`src/design/spwt_pkg.sv`:
```
package spwt_pkg;

    localparam int XW = 34;             // cordic x and y width
    localparam int ZW = 32;             // residual angle, 2^-32 turn units
    localparam int RW = XW - 14 + 1;    // rounded and rotated component width
    localparam int SW = 33;             // pose sum before saturation
    localparam int ATAN_ENTRIES = 24;

    localparam logic [31:0] GAIN_INV = 32'd2608131496;
    localparam logic [15:0] HALF_QUADRANT = 16'd8192;
    localparam logic signed [XW-1:0] ROUND_BIAS = XW'(8192);

    localparam logic [31:0] ATAN_TABLE [0:ATAN_ENTRIES-1] = '{
        32'h20000000, 32'h12E4051E, 32'h09FB385B, 32'h051111D4, 32'h028B0D43,
        32'h0145D7E1, 32'h00A2F61E, 32'h00517C55, 32'h0028BE53, 32'h00145F2F,
        32'h000A2F98, 32'h000517CC, 32'h00028BE6, 32'h000145F3, 32'h0000A2FA,
        32'h0000517D, 32'h000028BE, 32'h0000145F, 32'h00000A30, 32'h00000518,
        32'h0000028C, 32'h00000146, 32'h000000A3, 32'h00000051
    };

    localparam logic [1:0] QUAD_ZERO  = 2'd0;
    localparam logic [1:0] QUAD_ONE   = 2'd1;
    localparam logic [1:0] QUAD_TWO   = 2'd2;
    localparam logic [1:0] QUAD_THREE = 2'd3;

    localparam logic [2:0] REG_POSE_X       = 3'd0;
    localparam logic [2:0] REG_POSE_Y       = 3'd1;
    localparam logic [2:0] REG_POSE_HEADING = 3'd2;
    localparam logic [2:0] REG_RANGE_LOWER  = 3'd3;
    localparam logic [2:0] REG_RANGE_UPPER  = 3'd4;

    typedef struct packed {
        logic                 keep;
        logic                 scan_end;
        logic [1:0]           quad;
        logic signed [XW-1:0] x;
        logic signed [XW-1:0] y;
        logic signed [ZW-1:0] z;
    } stage_t;

endpackage

```
`src/design/spwt_cell.sv`:
```
module spwt_cell
    import spwt_pkg::*;
#(
    parameter int STAGE = 0
)
(
    input  logic   clk,
    input  logic   rst_n,
    input  logic   valid_in,
    input  stage_t stage_in,
    output logic   valid_out,
    output stage_t stage_out
);

    localparam logic signed [ZW-1:0] ATAN_STEP = signed'(ATAN_TABLE[STAGE]);

    logic                 valid_reg;
    stage_t               stage_reg;
    stage_t               stage_next;
    logic signed [XW-1:0] dx;
    logic signed [XW-1:0] dy;

    always_comb
    begin
        dx = stage_in.y >>> STAGE;
        dy = stage_in.x >>> STAGE;
        stage_next = stage_in;
        // rotate toward zero residual angle
        if (!stage_in.z[ZW-1])
        begin
            stage_next.x = stage_in.x - dx;
            stage_next.y = stage_in.y + dy;
            stage_next.z = stage_in.z - ATAN_STEP;
        end
        else
        begin
            stage_next.x = stage_in.x + dx;
            stage_next.y = stage_in.y - dy;
            stage_next.z = stage_in.z + ATAN_STEP;
        end
    end

    always_ff @(posedge clk or negedge rst_n)
    begin
        if (!rst_n)
        begin
            valid_reg <= 1'b0;
        end
        else
        begin
            valid_reg <= valid_in;
        end
    end

    always_ff @(posedge clk)
    begin
        stage_reg <= stage_next;
    end

    assign valid_out = valid_reg;
    assign stage_out = stage_reg;

endmodule

```
`config.mk`:
```
export PLATFORM = sky130hd
export DESIGN_NAME = spwt_cell
export DESIGN_NICKNAME = d
export VERILOG_FILES = /design/src/design/spwt_pkg.sv /design/src/design/spwt_cell.sv
export SDC_FILE = /design/constraint.sdc
export NUM_CORES = 1
export LEC_CHECK = 0
export ABC_CLOCK_PERIOD_IN_PS = 1800
export BUFFER_PORTS_ARGS = -buffer_cell sky130_fd_sc_hd__buf_2
export CAP_MARGIN = 0
export CORE_ASPECT_RATIO = 1.75
export CORE_UTILIZATION = 58
export CTS_CLUSTER_DIAMETER = 60
export DETAILED_ROUTE_END_ITERATION = 10
export GPL_TIMING_DRIVEN = 0
export HOLD_SLACK_MARGIN = 0.05
export PLACE_DENSITY_LB_ADDON = 0.3
export SLEW_MARGIN = 20
export SYNTH_ARGS = -nofsm -noshare
export SYNTH_HDL_FRONTEND = slang
export SYNTH_SLANG_ARGS = --single-unit
```
`constraint.sdc`:
```
create_clock -name clk -period 1.8 [get_ports clk]
set_clock_uncertainty 0.15 [all_clocks]
set_input_delay 0.27 -clock clk [delete_from_list [all_inputs] [get_ports clk]]
set_output_delay 0.27 -clock clk [all_outputs]
set_load 0.005 [all_outputs]
```
==> results of run 1 <==
==> synth_stat cells (3+ instances only) <==
master	number
a2111oi_0	6
a221oi_1	5
o21a_1	7
nor3_1	14
nand2b_1	9
o22ai_1	5
o21bai_1	16
or2_2	3
ha_1	99
xnor2_1	59
a22oi_1	3
a31oi_1	4
and3_1	6
buf_2	4
o31ai_1	6
nand2_1	53
clkbuf_1	29
o311ai_0	4
o21ai_0	69
a311oi_1	4
o2111ai_1	3
fa_1	4
nor2b_1	14
nand3b_1	4
o221ai_1	4
nor4_1	4
buf_6	3
a211o_1	4
nand4_1	12
or3_1	7
buf_1	7
dfxtp_1	103
o211ai_1	9
a21o_1	20
a211oi_1	9
a21oi_1	114
nor2_1	74
mux2i_1	24
o21ai_1	3
inv_1	98
nand3_1	9
xor2_1	7
==> through the flow <==
step / std cells / TNS (ps)
2_1_floorplan: 986 / -23340
3_3_place_gp: 1370 / -61070
3_5_place_dp: 1370 / -62320
4_1_cts: 1465 / -31710
==> layer usage <==
layer  track usage (%)  GRT overflow
met1              62.7             0
met2              91.9             0
met3              41.9             0
met4              71.0             2
met5              9.06             0
==> kinds of logic after synthesis <==
| logic type | share of synthesized area, % |
|---|---|
| AOI/OAI and AO/OA | 25.7 |
| xor gates and xnor gates | 7.28 |
| adders and majority gates | 16.6 |
| buffers and inverters | 7.29 |
| DFF | 26.3 |
| muxes | 3.02 |
| and+or+nand+nor | 13.8 |
==> repair_timing <==
item	4_1_cts
endpoints found under the hold margin	36
hold buffers	36
setup endpoints to repair	60
resized for setup	195
setup buffers	46
pin swaps	99
==> summary.txt, run 1 <==
GRT overflow -> 2
most area-hungry cell type in the Yosys netlist -> dfxtp_1
GRT Overall Usage -> 66.2%
Mapped Cells -> 986
Mapped Avg Cell Area -> 8.06 sq um
first-pass GRT wire length -> 69800 um
Top FF cell, synth -> dfxtp_1
synth top area cells -> dfxtp_1 (26%), ha_1 (16%), a21oi_1 (7.2%), xnor2_1 (6.5%), inv_1 (4.6%)
mapped cell area -> 7950 sq um
Initial Util -> 59.4%
Distinct cells, synth -> 76
dpl hpwl -> 23900 um
pin count of the biggest net entering global routing -> 20
async set-or-reset flop fraction in the synthesized netlist -> 0.962%
chip height -> 157 um
Synth Register Bits -> 104
IO Pins -> 212
CTS buffer count -> 9
clk sinks -> 104
Yosys warning total -> 0
Port Buffer Count -> 210
last flow stage reached -> global routing
DP Area -> 9800 sq um
outcome -> did not finish
sequential fraction of the synthesis area -> 26.3%
number of synthesized flops with an enable pin -> 0
die extent in x -> 90.5 um
H-tree depth -> 3
syn nets -> 1196
vias in the first global route -> 11510
Cell Rows -> 56
root buf cell -> clkbuf_16
Error -> [ERROR GRT-0116] Global routing finished with congestion. Check the congestion regions in the DRC Viewer.
GPL Wtd Cong -> 1.02
clk buf depth -> 2
post-place setup slack -> -1630 ps
area share of the largest cell type after synthesis -> 26.0%
==> run 2, diff against run 1 <==
Settings changed: CORE_ASPECT_RATIO 1.75 to not set, CORE_UTILIZATION 58 to 40, CTS_CLUSTER_DIAMETER 60 to not set, HOLD_SLACK_MARGIN 0.05 to not set, PLACE_DENSITY_LB_ADDON 0.3 to 0.15.
==> run 2 against run 1 <==
  * The flow now finishes, with violations (setup timing)
  * Synthesized cell count is the same
  * Area after synthesis is the same
==> summary.txt, run 2 <==
layout cells sized above 1 -> 38.4%
Mapped Avg Cell Area -> 8.06 sq um (unchanged)
Cell Rows -> 51 (-8.9%)
Top FF cell, synth -> dfxtp_1
CP arrival -> 2950 ps
Hold EP -> stage_out[32]$_DFF_P_
Antenna Nets Post-Route -> 0
TritonCTS clock tree -> built
crit start category -> primary input
Util after Layout -> 61.3%
Nets -> 1516
most frequent cell after synthesis -> a21oi_1
area share of the largest cell type after synthesis -> 26.0% (unchanged)
M1 wire length -> 12300 um
Mapped Cells -> 986 (unchanged)
Hold Path Stages -> 3
cell depth of the worst setup path -> 13
design area -> 11900 sq um
Residual DRC -> 0
Yosys warning total -> 0 (unchanged)
Tmin final -> 2840 ps
WL final -> 29400 um
cell chain of the critical path -> buf_12 -> ha_4 -> fa_2 -> nor2b_4 -> o21ai_4 -> a2111oi_4 -> buf_4 -> o2111ai_4 -> and3_4 -> o41a_1 -> o41ai_4 -> a22oi_2 -> xor2_1
# diodes -> 0
clk buf depth -> 2 (unchanged)
Worst Max-Slew Pin Slew -> 1080 ps
Setup CP Type -> in -> reg
IO Pins -> 212 (unchanged)
Port Buffer Count -> 210 (unchanged)
Synth Register Bits -> 104 (unchanged)
Wirelength per Cell -> 18.7 um
delay-heaviest family, CP -> compound AO/OA/AOI/OAI gates
vias per cell -> 5.52
max reg flops -> 103
Pwr Density -> 722 nW/um^2
Detail Route met2 WL -> 13600 um
GPL Wtd Cong -> 0.948 (-7.1%)
async set-or-reset flop fraction in the synthesized netlist -> 0.962% (unchanged)
outcome -> finished with violations
die area -> 20400 sq um
total power -> 8.61 mW
most frequent cells in the layout -> buf_2 (196), dfxtp_1 (103), a21oi_1 (87)
TritonRoute pass-1 iters -> 7
Max Slew Vio Count -> 0
Distinct cells, synth -> 76 (unchanged)
failing checks -> setup timing
leading cell type in the layout, fill and taps excluded -> buf_2
synth top area cells -> dfxtp_1 (26%), ha_1 (16%), a21oi_1 (7.2%), xnor2_1 (6.5%), inv_1 (4.6%)
HP Class -> in -> reg
CTS buffer count -> 9 (unchanged)
most area-hungry cell type in the Yosys netlist -> dfxtp_1
Setup crit end kind -> flip-flop
total area of sequential cells -> 2090 sq um
sum of buffers and inverters on the critical path -> 2
slowest CP cell -> o41ai_4
highest clock rate -> 352 MHz
H-tree depth -> 3 (unchanged)
met3 WL -> 2430 um
pin count of the biggest net entering global routing -> 21
Fin Hold WS -> 34.5 ps
root buf cell -> clkbuf_16
CP Data Required Time -> 1910 ps
Max stage delay on crit path -> 420 ps
max cap viols -> 0
RSZ-0062 raised after global routing -> yes
initial antenna violation count -> 0
GRT overflow -> 0
Rel. slew slack -> 28.2%
first-pass GRT wire length -> 44100 um
Peak supply drop -> 489 uV
mapped cell area -> 7950 sq um (unchanged)
setup violators final -> 56
clk sinks -> 104 (unchanged)
syn nets -> 1196 (unchanged)
worst hold start -> stage_in[66]
clock transition at the registers of the reported paths -> 100 ps
post-place setup slack -> -1720 ps (-89.1 ps)
DP Area -> 9910 sq um (+1.2%)
drt first-iter violations -> 784
final setup margin -> -1040 ps
footprint of the multi-input gates -> 6390 sq um
dpl hpwl -> 22100 um (-7.5%)
number of synthesized flops with an enable pin -> 0 (unchanged)
Initial Util -> 40.8% (-19 points)
core area -> 19500 sq um
sequential fraction of the synthesis area -> 26.3% (unchanged)
critical path fanouts, max -> 3
synth-to-layout area growth -> 50.0%
Filler Cells Inserted -> 1698
max layer used -> met4
leak pwr -> 5.40 nW
Fin. Hold Viols -> 0
chip height -> 143 um (-8.9%)
vias in the first global route -> 8157
period utilisation layout -> 158%
die extent in x -> 143 um (+58%)
GRT Overall Usage -> 28.5%
vias post-DR -> 8702
synth cell count leaders -> a21oi_1 (114), dfxtp_1 (103), ha_1 (99)
-- run 2: cell counts after synthesis --
Identical to the previous run, type by type.
-- run 2: stage by stage --
stage          TNS [ps]  std cells
2_1_floorplan    -23340        986
4_1_cts          -29330       1555
5_1_grt          -36740       1576
6_report         -33150       1576
3_5_place_dp     -64080       1461
3_3_place_gp     -63450       1461
-- run 2: where the power goes --
part | internal (mW) | switching [mW]
Clock | 0.986 | 1.06
Sequential | 2.71 | 0.107
Combinational | 1.70 | 2.05
-- run 2: cells by family (layout without fill, tap and decap cells) --
group | after synthesis | after routing | share of synthesized area [%]
xor+xnor | 66 | 66 | 7.28
buf+inv | 145 | 470 | 7.29
simple gates | 224 | 224 | 13.8
fa+ha+maj | 103 | 103 | 16.6
mux | 24 | 24 | 3.02
flops | 104 | 104 | 26.3
compound gates | 320 | 320 | 25.7
-- run 2: final cells by class --
cell class	instances	area share, %
multi-input combinational	737	53.6
sequential	104	17.5
inverter	100	3.73
clock inverter	7	0.609
timing repair buffer	313	17.7
clock buffer	9	1.89
tap	265	2.78
buffer	41	2.18
-- run 2: how the worst max path moves through the flow --
stage,from,slack (ps),endpoint
CTS,stage_in[66],-1040,stage_out[98]$_DFF_P_
finish,stage_in[32],-1040,stage_out[98]$_DFF_P_
detailed placement,stage_in[32],-1720,stage_out[98]$_DFF_P_
floorplan,stage_in[51],-950,stage_out[98]$_DFF_P_
global route,stage_in[32],-1060,stage_out[98]$_DFF_P_
global placement,stage_in[32],-1690,stage_out[98]$_DFF_P_
-- run 2: what timing repair did --
| item | CTS | global route |
|---|---|---|
| endpoints found under the hold margin | 36 | 0 |
| buffers inserted | 44 | 23 |
| hold buffers | 36 | 0 |
| setup endpoints to repair | 60 | 61 |
| gates resized for setup | 138 | 83 |
| pin swaps | 78 | 46 |
-- run 2: layer usage --
metal  track usage [%]  up-vias
met1              36.3     4082
met4              13.0        0
met3              4.63       72
met5                 0        -
met2              46.8      454
li1                  -     4094
Note: power is estimated with default switching activity, not from simulation.
==> run 3, diff against run 2 <==
Settings changed: TNS_END_PERCENT set to 1.
==> run 3 against run 2 <==
  * Sequential share of layout area is 1.7 points higher
  * Sequential power hardly changed
  * First-iteration DRC count decreased by 5.9%
  * Cell area down 9.0%
  * Critical path type unchanged
  * Wire length is 4.5% lower
  * Global-route usage fell by 1.1 points
  * Cell count fell by 2.8%
  * Worst hold slack lost 20 ps
  * Via count down 3.7%
  * Clock power about the same
  * Combinational power shrank 12%
  * The run still ends with setup timing left
  * Die area is the same
==> summary.txt, run 3 (synthesis gave the netlist of run 2 again) <==
chip height -> 143 um (unchanged)
power share of the sequential group -> 34.5% (+1.8 points)
leading cell type in the layout, fill and taps excluded -> buf_2
Fin Hold WS -> 14.9 ps (-19.6 ps)
Sw Ratio -> 37.2% (-0.15 points)
Rel. slew slack -> 37.4% (+9.2 points)
total power -> 8.14 mW (-5.4%)
clock transition at the registers of the reported paths -> 80 ps (-20 ps)
Antenna Nets Post-Route -> 0 (unchanged)
Setup crit end kind -> flip-flop
outcome -> finished with violations
Worst Max-Slew Pin Slew -> 939 ps (-138 ps)
Fin Setup TNS -> -34690 ps (-1540 ps)
vias per cell -> 5.47 (-0.90%)
CTS buffer count -> 9 (unchanged)
Pwr Density -> 751 nW/um^2 (+4.0%)
# diodes -> 0 (unchanged)
Max stage delay on crit path -> 430 ps (about the same)
Residual DRC -> 0 (unchanged)
crit start category -> primary input
RSZ-0062 raised after global routing -> yes
CP arrival -> 2910 ps (-40 ps)
Setup CP Type -> in -> reg
max cap viols -> 0 (unchanged)
critical path fanouts, max -> 5 (+2)
first-pass GRT wire length -> 42600 um (-3.3%)
Port Buffer Count -> 210 (unchanged)
layout cells sized above 1 -> 30.0% (-8.4 points)
slowest CP cell -> or3_4
H-tree depth -> 3 (unchanged)
clk sinks -> 104 (unchanged)
Clk pwr share -> 25.1% (+1.4 points)
IO Pins -> 212 (unchanged)
WL final -> 28100 um (-4.5%)
leak pwr -> 5.05 nW (-6.5%)
failing checks -> setup timing
vias in the first global route -> 7966 (-2.3%)
Fin. Hold Viols -> 0 (unchanged)
setup violators final -> 54 (-3.6%)
pin count of the biggest net entering global routing -> 22 (+4.8%)
dpl hpwl -> 21300 um (-3.7%)
cell chain of the critical path -> buf_6 -> inv_4 -> ha_4 -> or3_4 -> a2111oi_4 -> o2111ai_2 -> and3_4 -> o41a_1 -> o41ai_2 -> a22oi_1 -> xor2_1
root buf cell -> clkbuf_16
GRT overflow -> 0 (unchanged)
part of the power in combinational logic -> 40.4% (-3.1 points)
core area -> 19500 sq um (unchanged)
clk buf depth -> 2 (unchanged)
max reg flops -> 103 (unchanged)
Filler Cells Inserted -> 1796 (+5.8%)
GPL Wtd Cong -> 0.931 (-1.8%)
net switching power -> 3.03 mW (-5.8%)
most frequent cells in the layout -> buf_2 (206), dfxtp_1 (103), a21oi_1 (98)
GRT Overall Usage -> 27.3% (-1.1 points)
Nets -> 1472 (-2.9%)
period utilisation layout -> 157% (-0.51 points)
final setup margin -> -1030 ps (+9.22 ps)
Int Pwr -> 5.12 mW (-5.2%)
CP Data Required Time -> 1880 ps (-30 ps)
die extent in x -> 143 um (unchanged)
TritonCTS clock tree -> built
synth-to-layout area growth -> 36.5%
vias post-DR -> 8383 (-3.7%)
highest clock rate -> 353 MHz (+0.33%)
initial antenna violation count -> 0 (unchanged)
Max Slew Vio Count -> 0 (unchanged)
TritonRoute pass-1 iters -> 5 (-2)
HP Class -> in -> reg
drt first-iter violations -> 738 (-5.9%)
post-place setup slack -> -1920 ps (-207 ps)
Initial Util -> 40.8% (unchanged)
die area -> 20400 sq um (unchanged)
Peak supply drop -> 409 uV (-16%)
Tmin final -> 2830 ps (-9.22 ps)
Wirelength per Cell -> 18.3 um (-1.7%)
Cell Rows -> 51 (unchanged)
-- run 3: through the flow --
step / std cells / area, sq um / utilization (%)
3_5_place_dp: 1461 / 9330 / 47.9
5_1_grt: 1532 / 10800 / 55.7
2_1_floorplan: 986 / 7950 / -
3_3_place_gp: 1461 / 9330 / 47.9
4_1_cts: 1526 / 10600 / 54.2
6_report: 1532 / 10800 / 55.7
-- run 3: cell type report --
type                       instances  area [sq um]  area share [%]
clock buffer                       9           225            2.08
tap                              265           332            3.06
timing repair buffer             269          1650            15.2
inverter                         100           380            3.51
buffer                            41           201            1.86
sequential                       104          2090            19.2
multi-input combinational        737          5880            54.2
clock inverter                     7          90.1           0.831
-- run 3: worst paths after layout --
check / from / end / slack (ps) / depth (start not counted)
max: stage_in[41] / stage_out[98]$_DFF_P_ / -1030 / 11
min in group asynchronous: rst_n / valid_out$_DFF_PN0_ / 60 / 2
max in group asynchronous: rst_n / valid_out$_DFF_PN0_ / 1360 / 2
min: stage_in[30] / stage_out[30]$_DFF_P_ / 10 / 2
-- run 3: critical path: cells and delay by family --
family / cells / cell delay (ps)
XOR/XNOR: 1 / 170
buffers and inverters: 2 / 150
adder cells (fa/ha/maj): 1 / 200
AO/OA/AOI/OAI: 5 / 1460
AND/OR/NAND/NOR: 2 / 650
-- run 3: power by group through the flow --
stage	sequential, mW	combinational, mW	clock [mW]
2_1_floorplan	2.93	1.63	0
3_3_place_gp	2.86	2.81	0
3_5_place_dp	2.87	2.81	0
4_1_cts	2.82	3.09	2.12
5_1_grt	2.85	3.56	2.21
6_report	2.81	3.29	2.05
-- run 3: per-layer routing --
| metal | vias up | global-route usage (%) | share of wire [%] |
|---|---|---|---|
| li1 | 3993 | - | - |
| met2 | 443 | 46.3 | 47 |
| met5 | - | 0 | 0 |
| met4 | 0 | 10.9 | 3.0 |
| met3 | 60 | 4.49 | 7.1 |
| met1 | 3887 | 34.3 | 43 |
-- run 3: repair_timing --
action	in CTS	in global routing
hold endpoints to repair	37	0
endpoints found under the setup margin	60	59
hold buffers	37	0
setup buffers	14	9
pin swaps	37	27
gates resized for setup	114	64
