<file path="config.mk">
export PLATFORM = sky130hd
export DESIGN_NAME = spwt_post
export DESIGN_NICKNAME = d
export VERILOG_FILES = /design/src/design/spwt_pkg.sv /design/src/design/spwt_post.sv
export SDC_FILE = /design/constraint.sdc
export NUM_CORES = 1
export LEC_CHECK = 0
export BUFFER_PORTS_ARGS = -buffer_cell sky130_fd_sc_hd__buf_4
export CAP_MARGIN = 40
export CORE_ASPECT_RATIO = 0.9
export CORE_MARGIN = 5
export CORE_UTILIZATION = 50
export CTS_CLUSTER_SIZE = 25
export DETAILED_ROUTE_END_ITERATION = 8
export GPL_ROUTABILITY_DRIVEN = 0
export PLACE_DENSITY = 0.8
export SETUP_SLACK_MARGIN = 0.4
export SYNTH_ARGS = -nofsm -noshare
export SYNTH_HDL_FRONTEND = slang
export SYNTH_SLANG_ARGS = --single-unit
</file>
<file path="constraint.sdc">
create_clock -name clk -period 5.9 [get_ports clk]
set_clock_uncertainty 0.15 [all_clocks]
set_input_delay 0 -clock clk [delete_from_list [all_inputs] [get_ports clk]]
set_output_delay 0 -clock clk [all_outputs]
set_load 0.005 [all_outputs]
</file>
<file path="src/design/spwt_pkg.sv">
package spwt_pkg;

    localparam int XW = 34;             // cordic x and y width
    localparam int ZW = 32;             // residual angle, 2^-32 turn units
    localparam int RW = XW - 14 + 1;    // rounded and rotated component width
    localparam int SW = 33;             // pose sum before saturation
    localparam int ATAN_ENTRIES = 24;

    localparam logic [31:0] GAIN_INV = 32'd2608131496;
    localparam logic [15:0] HALF_QUADRANT = 16'd8192;
    localparam logic signed [XW-1:0] ROUND_BIAS = XW'(8192);

    localparam logic [31:0] ATAN_TABLE [0:ATAN_ENTRIES-1] = '{
        32'h20000000, 32'h12E4051E, 32'h09FB385B, 32'h051111D4, 32'h028B0D43,
        32'h0145D7E1, 32'h00A2F61E, 32'h00517C55, 32'h0028BE53, 32'h00145F2F,
        32'h000A2F98, 32'h000517CC, 32'h00028BE6, 32'h000145F3, 32'h0000A2FA,
        32'h0000517D, 32'h000028BE, 32'h0000145F, 32'h00000A30, 32'h00000518,
        32'h0000028C, 32'h00000146, 32'h000000A3, 32'h00000051
    };

    localparam logic [1:0] QUAD_ZERO  = 2'd0;
    localparam logic [1:0] QUAD_ONE   = 2'd1;
    localparam logic [1:0] QUAD_TWO   = 2'd2;
    localparam logic [1:0] QUAD_THREE = 2'd3;

    localparam logic [2:0] REG_POSE_X       = 3'd0;
    localparam logic [2:0] REG_POSE_Y       = 3'd1;
    localparam logic [2:0] REG_POSE_HEADING = 3'd2;
    localparam logic [2:0] REG_RANGE_LOWER  = 3'd3;
    localparam logic [2:0] REG_RANGE_UPPER  = 3'd4;

    typedef struct packed {
        logic                 keep;
        logic                 scan_end;
        logic [1:0]           quad;
        logic signed [XW-1:0] x;
        logic signed [XW-1:0] y;
        logic signed [ZW-1:0] z;
    } stage_t;

endpackage

</file>
<file path="src/design/spwt_post.sv">
module spwt_post
    import spwt_pkg::*;
(
    input  logic               clk,
    input  logic               rst_n,
    input  logic               valid_in,
    input  stage_t             stage_in,
    input  logic signed [31:0] pose_x,
    input  logic signed [31:0] pose_y,
    output logic               done,
    output logic               keep,
    output logic signed [31:0] world_x,
    output logic signed [31:0] world_y,
    output logic               scan_end_out
);

    logic                 rot_valid_reg;
    logic                 rot_keep_reg;
    logic                 rot_end_reg;
    logic signed [RW-1:0] rot_x_reg;
    logic signed [RW-1:0] rot_y_reg;
    logic signed [RW-1:0] rot_x_next;
    logic signed [RW-1:0] rot_y_next;
    logic signed [XW-1:0] rnd_x;
    logic signed [XW-1:0] rnd_y;
    logic signed [RW-1:0] px;
    logic signed [RW-1:0] py;

    logic                 done_reg;
    logic                 keep_reg;
    logic                 end_reg;
    logic signed [31:0]   world_x_reg;
    logic signed [31:0]   world_y_reg;
    logic signed [31:0]   world_x_next;
    logic signed [31:0]   world_y_next;
    logic signed [SW-1:0] sum_x;
    logic signed [SW-1:0] sum_y;

    function automatic logic signed [31:0] sat32(input logic signed [SW-1:0] v);
        logic signed [31:0] r;
        if (!v[SW-1] && v[SW-2])
            r = 32'sh7FFFFFFF;
        else if (v[SW-1] && !v[SW-2])
            r = 32'sh80000000;
        else
            r = v[31:0];
        return r;
    endfunction

    // round to 1/1024 m, then undo the quadrant fold exactly
    always_comb
    begin
        rnd_x = stage_in.x + ROUND_BIAS;
        rnd_y = stage_in.y + ROUND_BIAS;
        px    = RW'(signed'(rnd_x[XW-1:14]));
        py    = RW'(signed'(rnd_y[XW-1:14]));
        case (stage_in.quad)
            QUAD_ZERO:
            begin
                rot_x_next = px;
                rot_y_next = py;
            end
            QUAD_ONE:
            begin
                rot_x_next = -py;
                rot_y_next = px;
            end
            QUAD_TWO:
            begin
                rot_x_next = -px;
                rot_y_next = -py;
            end
            default:
            begin
                rot_x_next = py;
                rot_y_next = -px;
            end
        endcase
    end

    always_comb
    begin
        sum_x = SW'(rot_x_reg) + SW'(pose_x);
        sum_y = SW'(rot_y_reg) + SW'(pose_y);
        world_x_next = rot_keep_reg ? sat32(sum_x) : '0;
        world_y_next = rot_keep_reg ? sat32(sum_y) : '0;
    end

    always_ff @(posedge clk or negedge rst_n)
    begin
        if (!rst_n)
        begin
            rot_valid_reg <= 1'b0;
            done_reg      <= 1'b0;
        end
        else
        begin
            rot_valid_reg <= valid_in;
            done_reg      <= rot_valid_reg;
        end
    end

    always_ff @(posedge clk)
    begin
        rot_keep_reg <= stage_in.keep;
        rot_end_reg  <= stage_in.scan_end;
        rot_x_reg    <= rot_x_next;
        rot_y_reg    <= rot_y_next;
        keep_reg     <= rot_keep_reg;
        end_reg      <= rot_end_reg;
        world_x_reg  <= world_x_next;
        world_y_reg  <= world_y_next;
    end

    assign done         = done_reg;
    assign keep         = keep_reg;
    assign world_x      = world_x_reg;
    assign world_y      = world_y_reg;
    assign scan_end_out = end_reg;

endmodule

</file>
# Word-level counts from Yosys, hierarchy flattened
# Cells that the tools add are included.
# W data, S select, Z words.
dict set report classes {
  muxes 6
  n_reduce_logical 11
  n_addsub 6
  n_eq_ne 2
  bitwise 1
}
# op n
set op_table {}
lappend op_table {{$pmux W21 S3} 2}
lappend op_table {{$add A34 B15 Y34 const B} 2}
lappend op_table {{$add A21 B32 Y33} 2}
lappend op_table {{$mux W32} 2}
lappend op_table {{$mux W31} 2}
lappend op_table {{$neg A20 Y21} 2}
lappend op_table {{$logic_and A1 B1 Y1} 4}
lappend op_table {{$logic_not A1 Y1} 4}
lappend op_table {{$reduce_or A2 Y1} 2}
lappend op_table {{$eq A2 B1 Y1 const B} 1}
lappend op_table {{$eq A2 B2 Y1 const B} 1}
lappend op_table {{$logic_not A2 Y1} 1}
lappend op_table {{$not A1 Y1} 1}
dict set report totals {
  regBits 112
  word_cells 38
  output_inout_bits 67
  input_bits 171
}

# Depth between registers and ports, before layout
# Gate-level depths: netlist (run 1).
dict set report logic_depth {
  depth_word 5
  mapped_depth 14
  ltp_nobuf 12
}

# Worst setup path after synthesis (run 1)
# OpenSTA, ideal clock, no wires.
dict set report synth_path {
  path_kind {reg-to-reg}
  start {register rot_x_reg[9]}
  end {register world_x_reg[0], in the netlist world_x[0]}
  setup_ps 132
  required_ps 5618
  path_stages_with_launch 12
  n_path_buf 1
  setup_slack_ps 2925
  synth_period_minus_slack_ps 2975
  t_arrival_ps 2693
  path_cell_list {dfxtp_1 ha_1 nand3_1 nor2_1 a211oi_1 o22a_1 o31ai_1 a31oi_1 o211a_1 o21ai_2 clkbuf_1 o21ai_0}
}
dict set report synth_between {
  elab_chain_cells 5
  word_cells_on_any_way 7
  classes_between {add/sub: 1; mux: 2; reduce/logical: 4}
}
# item line_no
set synth_lines {}
lappend synth_lines {{start, declared} spwt_post.sv:20} ;# logic signed [RW-1:0] rot_x_reg;
lappend synth_lines {{start signal, assigned} spwt_post.sv:107} ;# rot_x_reg <= rot_x_next;
lappend synth_lines {{$add A21 B32 Y33 *} spwt_post.sv:83} ;# sum_x = SW'(rot_x_reg) + SW'(pose_x);
lappend synth_lines {{$logic_not A1 Y1} spwt_post.sv:43} ;# else if (v[SW-1] && !v[SW-2])
lappend synth_lines {{$logic_and A1 B1 Y1} spwt_post.sv:43}
lappend synth_lines {{$mux W32} spwt_post.sv:43}
lappend synth_lines {{$mux W31 *} spwt_post.sv:41} ;# if (!v[SW-1] && v[SW-2])
lappend synth_lines {{end signal, assigned} spwt_post.sv:111} ;# world_x_reg <= world_x_next;
lappend synth_lines {{end, declared} spwt_post.sv:32} ;# logic signed [31:0] world_x_reg;
# Mark *: on every way between the ends. The rest lies on a longest branch, timed or not.
# A chain may end at the register's enable or synchronous reset.

# Worst setup path after layout (run 1)
dict set report layout_path {
  start {input port pose_x[0]}
  end {register world_x_reg[8], in the netlist world_x[8]}
}
dict set report layout_between {
  elab_chain_cells 5
  word_cells_on_any_way 7
  classes_between {add/sub: 1; mux: 2; reduce/logical: 4}
}
# item line_no
set layout_lines {}
lappend layout_lines {{start, declared} spwt_post.sv:8} ;# input logic signed [31:0] pose_x,
lappend layout_lines {{$add A21 B32 Y33 *} spwt_post.sv:83}
lappend layout_lines {{$logic_not A1 Y1} spwt_post.sv:43}
lappend layout_lines {{$logic_and A1 B1 Y1} spwt_post.sv:43}
lappend layout_lines {{$mux W32} spwt_post.sv:43}
lappend layout_lines {{$mux W31 *} spwt_post.sv:41}
# Marks and branches as above.

==> key figures, run 1 <==
Detailed routing
  • Antenna-violating nets left: 0
  • Post-DR vias/cell: roughly 5.9
  • Final WL: 25,600 µm
  • DRC Markers: 0
  • Vias: slightly above 9,000
  • Initial DRC Count: about 770
  • Drt wl/cell: about 16 µm
  • TritonRoute pass-1 iters: 7

Setup path
  • Crit path max fanout: 20
  • Worst R2R Start: rot_x_reg[0]
  • Crit path buf inv count: 4
  • Crit path kind: in -> reg
  • Worst Setup EP: world_x[8]
  • Crit end category: flip-flop
  • CP startpoint: pose_x[0]
  • CP required: approximately 6000 ps
  • Stages on the worst setup path: 15
  • Worst R2R Path Depth: 13
  • CP max stage delay: 700 ps
  • Worst setup SP type: primary input
  • R2R Setup Slk: 2020 ps
  • Family with the most delay on the worst path: compound AO/OA/AOI/OAI gates
  • Arrival time at the worst endpoint: about 4000 ps
  • Worst path slowest cell: o211ai_1
  • FF-to-FF End: world_x[8]
  • Worst path cell trace: dlygate4sd3_1 > buf_4 > ha_1 > inv_1 > fa_1 > nor2b_1 > o31a_1 > o21ai_1 > a211oi_1 > o211ai_1 > a21oi_1 > or2_2 > o211ai_1 > buf_4 > o21ai_0

GRT
  • Initial antenna violation count: 0
  • Vias in the first global route: between 8,000 and 9,000
  • First-pass GRT wire length: between 40,000 and 50,000 µm
  • Total GRT Usage: 23.4%
  • Remaining Overflow, GRT: 0
  • Largest net degree at the start of global routing: between 70 and 80

Floorplan
  • Die footprint: ~0.021 mm²
  • Die H: between 100 and 150 µm
  • Initial core utilization: between 50% and 60%
  • Io pins: around 240
  • Core Rows: 46
  • Core footprint: about 0.018 mm²
  • Die Wd: approximately 150 µm

Logic synthesis
  • Most frequent cell after synthesis: o21ai_0
  • Ys flop type: dfxtp_1
  • Synth top cells by count: o21ai_0, dfxtp_1, a21oi_1, nor2_1, nand2_1
  • Synthesized instance count: between 1,000 and 1,500
  • Post-synth top area share: 24.2%
  • Largest family of logic cells by synthesized area: compound AO/OA/AOI/OAI gates
  • Synth Area in Simple Gates: approximately 19%
  • Cell accounting for the most synthesized area: dfxtp_1
  • Post-synthesis compound-gate area fraction: between 20% and 30%
  • EDFF count, synth: 0
  • Largest cells by area after synthesis: dfxtp_1, ha_1, o21ai_0
  • Fraction of registers with async set/reset: 1.79%
  • FF+latch count, synth: around 110
  • Sequential fraction of the synthesis area: between 20% and 30%
  • Average cell area after synthesis: slightly below 8 µm²
  • Post-Syn Area: around 0.009 mm²
  • Synth Net Count: 1,394
  • Adder-cell share of the synthesized area: about a tenth
  • XOR/XNOR Fraction of Synth Area: under 10%
  • Mux share of post-synthesis cell area: ~4.5%
  • Syn. warnings: 0
  • Synth cell types: 76

STA
  • Worst hold margin: between 7 and 8 ps
  • Final Cycle Share: roughly two thirds
  • Slew Viols, Final: 0
  • Worst-Margin Slew: 869 ps
  • Setup ws final: approximately 2000 ps
  • Fmax: about 0.26 GHz
  • Tmin final: 3900 ps
  • Fin Setup TNS: 0 ps
  • Endpoints failing hold: 0
  • Worst rel slew slack: about two fifths
  • Final setup vio count: 0
  • RSZ-0062 raised after global routing: false

Place
  • DPL Wire Length: 20,200 µm
  • Dpl ws: 2100 ps
  • Placed cell areas: roughly 0.011 mm²
  • Port-buffer cells: between 150 and 200

Clock tree
  • Htree depth: 3
  • Root Buffer Master: clkbuf_16
  • # resized after CTS: 0
  • Post-CTS setup buffers: 0
  • Clk_lat worst skew: 370 ps
  • CTS Hold Bufs: 19
  • CTS tree: yes
  • CTS Buffer Depth: 2
  • Clock slew at reported path FFs: 90 ps
  • TritonCTS Buffers: 9
  • CTS sink cnt: 112

Outcome
  • Status: complete, no violations

Hold path
  • Hold Path Class: in -> reg

Layout
  • Area grow syn2layout: 22.5%
  • ANT cells: 0
  • Proportion of layout cells with a drive suffix above 1: 18.2%
  • Nets: about 1,600
  • Final instance area: 0.0111 mm²

Power
  • PD cells: roughly 250 mW/mm²
  • Leak: ~4.8 nW
  • VDD IR max: roughly 130 µV

Flow run
  • Max-cap violations: 0
metal layers:
metal / wire length (µm) / vias up / GRT usage (%) / share of wire, %
li1: - / 4579 / - / -
met1: 11900 / 4173 / 32.9 / 46
met2: 11100 / 425 / 36.8 / 43
met3: 1990 / 41 / 4.62 / 7.8
met4: 622 / 0 / 6.84 / 2.4
met5: 0 / - / 0 / 0
cell families (layout without fill, tap and decap cells):
| kind of cell | after synthesis | count (layout) |
|---|---|---|
| AO/OA/AOI/OAI | 405 | 405 |
| XOR/XNOR | 100 | 100 |
| adder cells (fa/ha/maj) | 70 | 70 |
| buffers and inverters | 86 | 256 |
| flip-flops | 112 | 112 |
| multiplexers | 22 | 22 |
| AND/OR/NAND/NOR | 358 | 358 |
worst min-delay path, delay by kind of cell:
family	cells	cell delay, ps
buf+inv	1	90
compound gates	2	210
fa+ha+maj	1	180
worst min-delay path by stage:
stage	depth (start not counted)	end	startpoint	slack, ps
floorplan	0	done	rst_n	-450
global placement	1	done	rst_n	-370
detailed placement	1	done	rst_n	-370
CTS	4	world_x[10]	pose_x[9]	2
global route	4	world_x[10]	pose_x[9]	40
finish	4	world_x[10]	pose_x[10]	7
final cells by class:
type,instances,area [µm²]
timing repair buffer,206,1630
clock inverter,7,81.3
tap,240,300
sequential,112,2250
inverter,34,128
multi-input combinational,955,6510
fill,1528,6610
clock buffer,9,225
power by group:
| group | internal (mW) | leakage, nW | switching, mW |
|---|---|---|---|
| Sequential | 0.914 | 0.948 | 0.0581 |
| Clock | 0.304 | 0.150 | 0.314 |
| Combinational | 0.548 | 3.69 | 0.594 |
| Total | 1.77 | 4.79 | 0.966 |
metrics by stage:
stage	power [mW]	util, %	instances
after floorplan	1.66	-	1153
after global placement	2.07	59.6	1525
after detailed placement	2.10	59.9	1528
after CTS	2.74	62.7	1563
after global routing	2.92	62.7	1563
final	2.73	62.7	1563
cells in the final DEF, fill, tap and decap left out, types with 19 or more instances in the layout:
cell type / count
a21oi_1: 108
nand3_1: 39
dlygate4sd3_1: 19
nand2_1: 93
a21o_1: 38
ha_1: 68
dfxtp_1: 110
xor2_1: 47
nor2_1: 98
inv_1: 34
xnor2_1: 53
buf_4: 184
nor3_1: 29
o21ai_0: 111
Power figures use the tool's default switching activity.
==> run 2, diff against run 1 <==
CORE_UTILIZATION = 49   (was 50)
PLACE_DENSITY = 0.82   (was 0.8)
clock period = 3.43 ns   (was 5.9 ns; I/O delays follow)
==> run 2 against run 1 <==
The flow now finishes with violations (negative hold slack). Count of clock-buffer cells in the layout increased by 3. Worst hold slack got worse by 26 ps. Core utilization increased by 0.50 points. Critical path depth decreased by 2. Die area increased by 1.9%. Flip-flop and latch count unchanged. Power increased by 79%. Design area increased by 4.0%. Critical path type is now reg -> reg. Highest routed layer unchanged.
==> key figures, run 2 (same netlist as run 1, synthesis figures left out) <==
Clock tree
  • CTS tree: yes (unchanged)
  • CTS Buffer Depth: 2 (unchanged)
  • TritonCTS Buffers: 9 (unchanged)
  • Clk_lat worst skew: 360 ps (was 370 ps)
  • Clock slew at reported path FFs: 70 ps (was 90 ps)
  • CTS sink cnt: 112 (unchanged)
  • Root Buffer Master: clkbuf_16 (unchanged)
  • Htree depth: 3 (unchanged)

Setup path
  • CP max stage delay: 350 ps (was 700 ps)
  • CP required: 3520 ps (was 5990 ps)
  • Worst setup SP type: flip-flop (was primary input)
  • CP most frequent cell: buf_4
  • Worst path cell trace: ha_1 > o211ai_1 > o21a_1 > a211oi_2 > nor3_1 > buf_4 > a211oi_4 > o21ai_2 > and2_4 > o311ai_4 > buf_4 > buf_4 > o21ai_0 (was dlygate4sd3_1 > buf_4 > ha_1 > inv_1 > fa_1 > nor2b_1 > o31a_1 > o21ai_1 > a211oi_1 > o211ai_1 > a21oi_1 > or2_2 > o211ai_1 > buf_4 > o21ai_0)
  • Crit path kind: reg -> reg (was in -> reg)
  • Crit end category: flip-flop (unchanged)
  • Worst path slowest cell: ha_1 (was o211ai_1)
  • Crit path max fanout: 6 (was 20)
  • Arrival time at the worst endpoint: 3040 ps (was 3990 ps)

Layout
  • Proportion of layout cells with a drive suffix above 1: 23.0% (was 18.2%)
  • Commonest non-fill, non-tap cell in the layout: buf_4 (unchanged)
  • ANT cells: 0 (unchanged)
  • Most frequent cells in the layout: buf_4, o21ai_0, dfxtp_1 (unchanged)
  • Final Util: 63.2% (was 62.7%)
  • Area grow syn2layout: 27.3% (was 22.5%)
  • Filler cell count: 1,547 (was 1,528)
  • Finished Layout Cells: 1,597 (was 1,563)
  • Nets: 1,588 (was 1,559)
  • Area occupied by multi-input gates: 0.00671 mm² (was 0.00651 mm²)
  • Sequential Area: 0.00226 mm² (was 0.00225 mm²)

STA
  • Endpoints failing hold: 1 (was 0)
  • Final setup vio count: 0 (unchanged)
  • Worst hold margin: -19.0 ps (was 7.07 ps)
  • Tmin final: 2950 ps
  • Fin Setup TNS: 0 ps (unchanged)
  • Worst rel slew slack: 44.2% (was 41.8%)
  • RSZ-0062 raised after global routing: true (was false)
  • Final Cycle Share: a little under nine tenths
  • Slew Viols, Final: 0 (unchanged)
  • Worst-Margin Slew: 836 ps (was 869 ps)
  • Fmax: around 0.34 GHz

Detailed routing
  • DRC Markers: 0 (unchanged)
  • TritonRoute pass-1 iters: 6 (was 7)
  • Antenna-violating nets left: 0 (unchanged)
  • Final WL: 26,800 µm (was 25,600 µm)
  • Drt wl/cell: 16.8 µm (was 16.4 µm)
  • Post-DR vias/cell: 5.90 (about the same)
  • Vias: 9,429 (was 9,218)
  • Initial DRC Count: 919 (was 766)

Outcome
  • Status: finished, violations left (was complete, no violations)
  • Failing checks: negative hold slack

Flow run
  • Max-cap violations: 0 (unchanged)

Place
  • DP Cell Count: 1,550 (was 1,528)
  • DPL Wire Length: 20,400 µm (was 20,200 µm)
  • Port-buffer cells: 179 (unchanged)

GRT
  • Remaining Overflow, GRT: 0 (unchanged)
  • Initial antenna violation count: 0 (unchanged)
  • Total GRT Usage: 23.9% (was 23.4%)
  • Vias in the first global route: 8,652 (was 8,136)
  • Largest net degree at the start of global routing: 74 (was 71)
  • First-pass GRT wire length: 42,800 µm (was 40,600 µm)

Floorplan
  • Core footprint: 0.0183 mm² (was 0.0177 mm²)
  • Io pins: 238 (unchanged)
  • Core Rows: 47 (was 46)
  • Initial core utilization: 49.7% (was 51.2%)
  • Die Wd: 154 µm (was 152 µm)
  • Die H: 139 µm (was 138 µm)
  • Die footprint: 0.0214 mm² (was 0.0210 mm²)

Power
  • Leak: 4.95 nW (was 4.79 nW)
  • VDD IR max: 270 µV (was 129 µV)
  • PD cells: 422 mW/mm² (was 246 mW/mm²)

Hold path
  • Hold Path Class: in -> reg (unchanged)
-- run 2: changes by cell type in the layout (fill, tap and decap cells not counted), sizes merged --
cell,before,now
dlygate4sd3,19,13
buf,187,222
clkinv,3,1
inv,38,34
clkbuf,9,12
clkinvlp,0,2
bufinv,0,1
-- run 2: stage by stage --
step / cell area (µm²) / worst slack (ps) / power, mW / hold slack, ps
after global routing: 11600 / 296 / 5.20 / 43.4
after detailed placement: 10700 / 239 / 3.65 / -364
final: 11600 / 477 / 4.89 / -19.0
after CTS: 11400 / 388 / 4.81 / 6.29
after floorplan: 9080 / 455 / 2.86 / -446
after global placement: 10700 / 270 / 3.61 / -367
-- run 2: layout make-up --
cell class / instances / area share, %
Clock buffer: 12 / 2.13
Tap cell: 245 / 2.65
Clock inverter: 4 / 0.465
Sequential cell: 112 / 19.5
Multi-Input combinational cell: 955 / 58.0
Timing Repair Buffer: 235 / 16.1
Inverter: 34 / 1.10
-- run 2: power by group --
part / total [mW] / leakage, nW / switching, mW / internal (mW)
Combinational: 2.13 / 3.87 / 1.09 / 1.04
Sequential: 1.68 / 0.948 / 0.108 / 1.57
Clock: 1.07 / 0.139 / 0.484 / 0.589
Total: 4.89 / 4.95 / 1.68 / 3.20
-- run 2: repair_timing --
action / in CTS / in global routing
hold endpoints to repair: 12 / 0
gates cloned: 5 / 0
pin swaps: 9 / 18
hold buffers: 13 / 0
setup buffers: 10 / 3
setup endpoints to repair: 62 / 62
resized for setup: 30 / 40
-- run 2: routing by layer --
layer | up-vias | track usage [%] | routed length (µm)
li1 | 4650 | - | -
met5 | - | 0 | 0
met3 | 56 | 4.40 | 2070
met2 | 361 | 37.4 | 11900
met4 | 0 | 8.13 | 784
met1 | 4362 | 33.4 | 12000
-- run 2: critical path: cells and delay by family, from the launching register on --
family | cells | cell delay (ps)
compound gates | 7 | 1290
simple gates | 2 | 270
fa+ha+maj | 1 | 350
buf+inv | 3 | 480
flops | 1 | 310
-- run 2: path summary, 6_finish.rpt --
path                       slack (ps)         start  depth (start not counted)            end
max reg2reg                       480  rot_y_reg[4]                         13    world_y[25]
max                               480  rot_y_reg[4]                         13    world_y[25]
min reg2reg                       180   rot_end_reg                          0   scan_end_out
min in group asynchronous         360         rst_n                          3  rot_valid_reg
min                               -20     pose_y[3]                          4     world_y[3]
max in group asynchronous        2650         rst_n                          3           done
==> run 3, diff against run 2 <==
CORE_MARGIN = 2   (was 5)
SLEW_MARGIN = 20   (was not set)
==> run 3 against run 2 <==
Flip-flop and latch count unchanged. Largest power group unchanged. Critical path type unchanged. Design area up 1.6%. The run still ends with negative hold slack left. Worst hold slack worse by 15 ps.
==> key figures, run 3 (same netlist as run 1, synthesis figures left out) <==
Setup path
  • Crit path buf inv count: 4 (was 3)
  • Worst path slowest cell: dfxtp_2 (was ha_1)
  • Crit path kind: reg -> reg (unchanged)
  • Worst R2R Path Depth: 15 (was 13)
  • Crit end category: flip-flop (unchanged)
  • Crit path max fanout: 7 (was 6)
  • R2R Setup Slk: 430 ps (was 480 ps)
  • Worst path cell trace: ha_4 > inv_2 > fa_2 > nor2b_2 > o31a_1 > o21ai_2 > a211oi_2 > o211ai_1 > buf_4 > a21oi_4 > or2_4 > o211ai_1 > buf_4 > buf_8 > o31ai_1 (was ha_1 > o211ai_1 > o21a_1 > a211oi_2 > nor3_1 > buf_4 > a211oi_4 > o21ai_2 > and2_4 > o311ai_4 > buf_4 > buf_4 > o21ai_0)
  • Family with the most delay on the worst path: compound AO/OA/AOI/OAI gates (unchanged)
  • Worst R2R Start: rot_x_reg[0] (was rot_y_reg[4])
  • Worst setup SP type: flip-flop (unchanged)
  • CP required: 3560 ps (was 3520 ps)
  • CP max stage delay: 350 ps (about the same)
  • Arrival time at the worst endpoint: 3130 ps (was 3040 ps)
  • FF-to-FF End: world_x[6] (was world_y[25])

Clock tree
  • TritonCTS Buffers: 9 (unchanged)
  • Clock slew at reported path FFs: 70 ps (about the same)
  • Clk_lat worst skew: 360 ps (about the same)
  • CTS tree: yes (unchanged)
  • CTS Buffer Depth: 2 (unchanged)
  • Root Buffer Master: clkbuf_16 (unchanged)
  • CTS sink cnt: 112 (unchanged)
  • Htree depth: 3 (unchanged)

Layout
  • Filler cell count: 1,494 (was 1,547)
  • Nets: 1,593 (was 1,588)
  • ANT cells: 0 (unchanged)
  • Most frequent cells in the layout: buf_4, dfxtp_1, a21oi_1 (was buf_4, o21ai_0, dfxtp_1)
  • Finished Layout Cells: 1,601 (was 1,597)
  • Commonest non-fill, non-tap cell in the layout: buf_4 (unchanged)
  • Proportion of layout cells with a drive suffix above 1: 24.3% (was 23.0%)
  • Area grow syn2layout: 29.4% (was 27.3%)

GRT
  • Total GRT Usage: 26.0% (was 23.9%)
  • Largest net degree at the start of global routing: 71 (was 74)
  • Remaining Overflow, GRT: 0 (unchanged)
  • Initial antenna violation count: 0 (unchanged)
  • First-pass GRT wire length: 41,600 µm (was 42,800 µm)
  • Vias in the first global route: 8,347 (was 8,652)

STA
  • RSZ-0062 raised after global routing: true (unchanged)
  • Worst-Margin Slew: 665 ps (was 836 ps)
  • Fmax: 0.333 GHz (was 0.339 GHz)
  • Slew Viols, Final: 0 (unchanged)
  • Fin Setup TNS: 0 ps (unchanged)
  • Worst hold margin: -34.1 ps (was -19.0 ps)
  • Endpoints failing hold: 3 (was 1)
  • Final setup vio count: 0 (unchanged)
  • Setup ws final: 426 ps (was 477 ps)
  • Worst rel slew slack: 55.3% (was 44.2%)
  • Final Cycle Share: 87.6% (was 86.1%)
  • Tmin final: 3000 ps (was 2950 ps)

Place
  • Dpl ws: 209 ps (was 239 ps)
  • DP Cell Count: 1,551 (was 1,550)
  • Port-buffer cells: 179 (unchanged)
  • DPL Wire Length: 20,000 µm (was 20,400 µm)

Floorplan
  • Io pins: 238 (unchanged)
  • Core Rows: 47 (unchanged)
  • Die H: 133 µm (was 139 µm)
  • Core footprint: 0.0183 mm² (unchanged)
  • Die footprint: 0.0196 mm² (was 0.0214 mm²)
  • Initial core utilization: 49.7% (unchanged)
  • Die Wd: 148 µm (was 154 µm)

Power
  • VDD IR max: 238 µV (was 270 µV)
  • PD cells: 416 mW/mm² (was 422 mW/mm²)
  • Leak: 4.99 nW (was 4.95 nW)
  • Total power: 4.89 mW (about the same)

Detailed routing
  • Initial DRC Count: 809 (was 919)
  • DRC Markers: 0 (unchanged)
  • Post-DR vias/cell: 5.94 (was 5.90)
  • Vias: 9,511 (was 9,429)
  • Antenna-violating nets left: 0 (unchanged)
  • TritonRoute pass-1 iters: 5 (was 6)
  • Final WL: 27,000 µm (was 26,800 µm)
  • Drt wl/cell: 16.9 µm (was 16.8 µm)

Outcome
  • Status: finished, violations left (unchanged)
  • Failing checks: negative hold slack (unchanged)

Flow run
  • Max-cap violations: 0 (unchanged)

Hold path
  • Worst hold path stage count: 4 (unchanged)
  • Hold_sp: pose_y[14] (was pose_y[3])
  • Worst Hold End: world_y[14] (was world_y[3])
  • Hold Path Class: in -> reg (unchanged)
## run 3: changes by cell type in the layout (fill, tap and decap cells not counted), sizes merged
cell         before  now
clkinv            1    2
bufinv            1    0
buf             222  226
dlygate4sd3      13   14
clkinvlp          2    1
## run 3: what timing repair did
| action | 4_1_cts | 5_1_grt |
|---|---|---|
| setup buffers | 7 | 7 |
| gates cloned | 5 | 1 |
| endpoints found under the setup margin | 62 | 62 |
| hold buffers | 14 | 0 |
| endpoints found under the hold margin | 14 | 0 |
| resized for setup | 46 | 65 |
| pin swaps | 14 | 20 |
## run 3: layer usage
| metal | global-route usage (%) | wire (µm) | share of wire [%] | up-vias |
|---|---|---|---|---|
| li1 | - | - | - | 4655 |
| met1 | 36.8 | 12200 | 45 | 4364 |
| met2 | 40.9 | 12100 | 45 | 441 |
| met3 | 3.08 | 1920 | 7.1 | 51 |
| met4 | 9.40 | 839 | 3.1 | 0 |
| met5 | 0 | 0 | 0 | - |
## run 3: how the worst max path moves through the flow
stage                 start  cells past startpoint           to  slack, ps
2_1_floorplan  rot_x_reg[9]                     11   world_x[0]        450
3_3_place_gp   rot_x_reg[0]                     13  world_x[12]        250
3_5_place_dp   rot_y_reg[0]                     13  world_y[29]        210
4_1_cts        rot_y_reg[0]                     13  world_y[29]        400
5_1_grt        rot_x_reg[0]                     15   world_x[6]        300
6_report       rot_x_reg[0]                     15   world_x[6]        430
## run 3: power by group
group / switching [mW] / internal [mW]
Clock: 0.463 / 0.527
Combinational: 1.14 / 1.08
Sequential: 0.107 / 1.57
## run 3: area by class of cell
| class | count | area, µm² | share of cell area (%) |
|---|---|---|---|
| multi-input combinational | 955 | 6890 | 58.6 |
| sequential | 112 | 2250 | 19.2 |
| timing repair buffer | 240 | 1900 | 16.2 |
| tap | 245 | 307 | 2.61 |
| clock buffer | 12 | 256 | 2.18 |
| inverter | 34 | 128 | 1.09 |
| clock inverter | 3 | 17.5 | 0.149 |
## run 3: stage by stage
step	cell area, µm²	util [%]
final	11800	64.3
after global routing	11800	64.3
after CTS	11400	62.3
after detailed placement	10700	58.6
after global placement	10700	58.6
after floorplan	9080	-
## run 3: worst min-delay path, stage by stage
cell	delay (ps)
buf_4	90
ha_4	150
xor2_1	70
o21ai_0	120
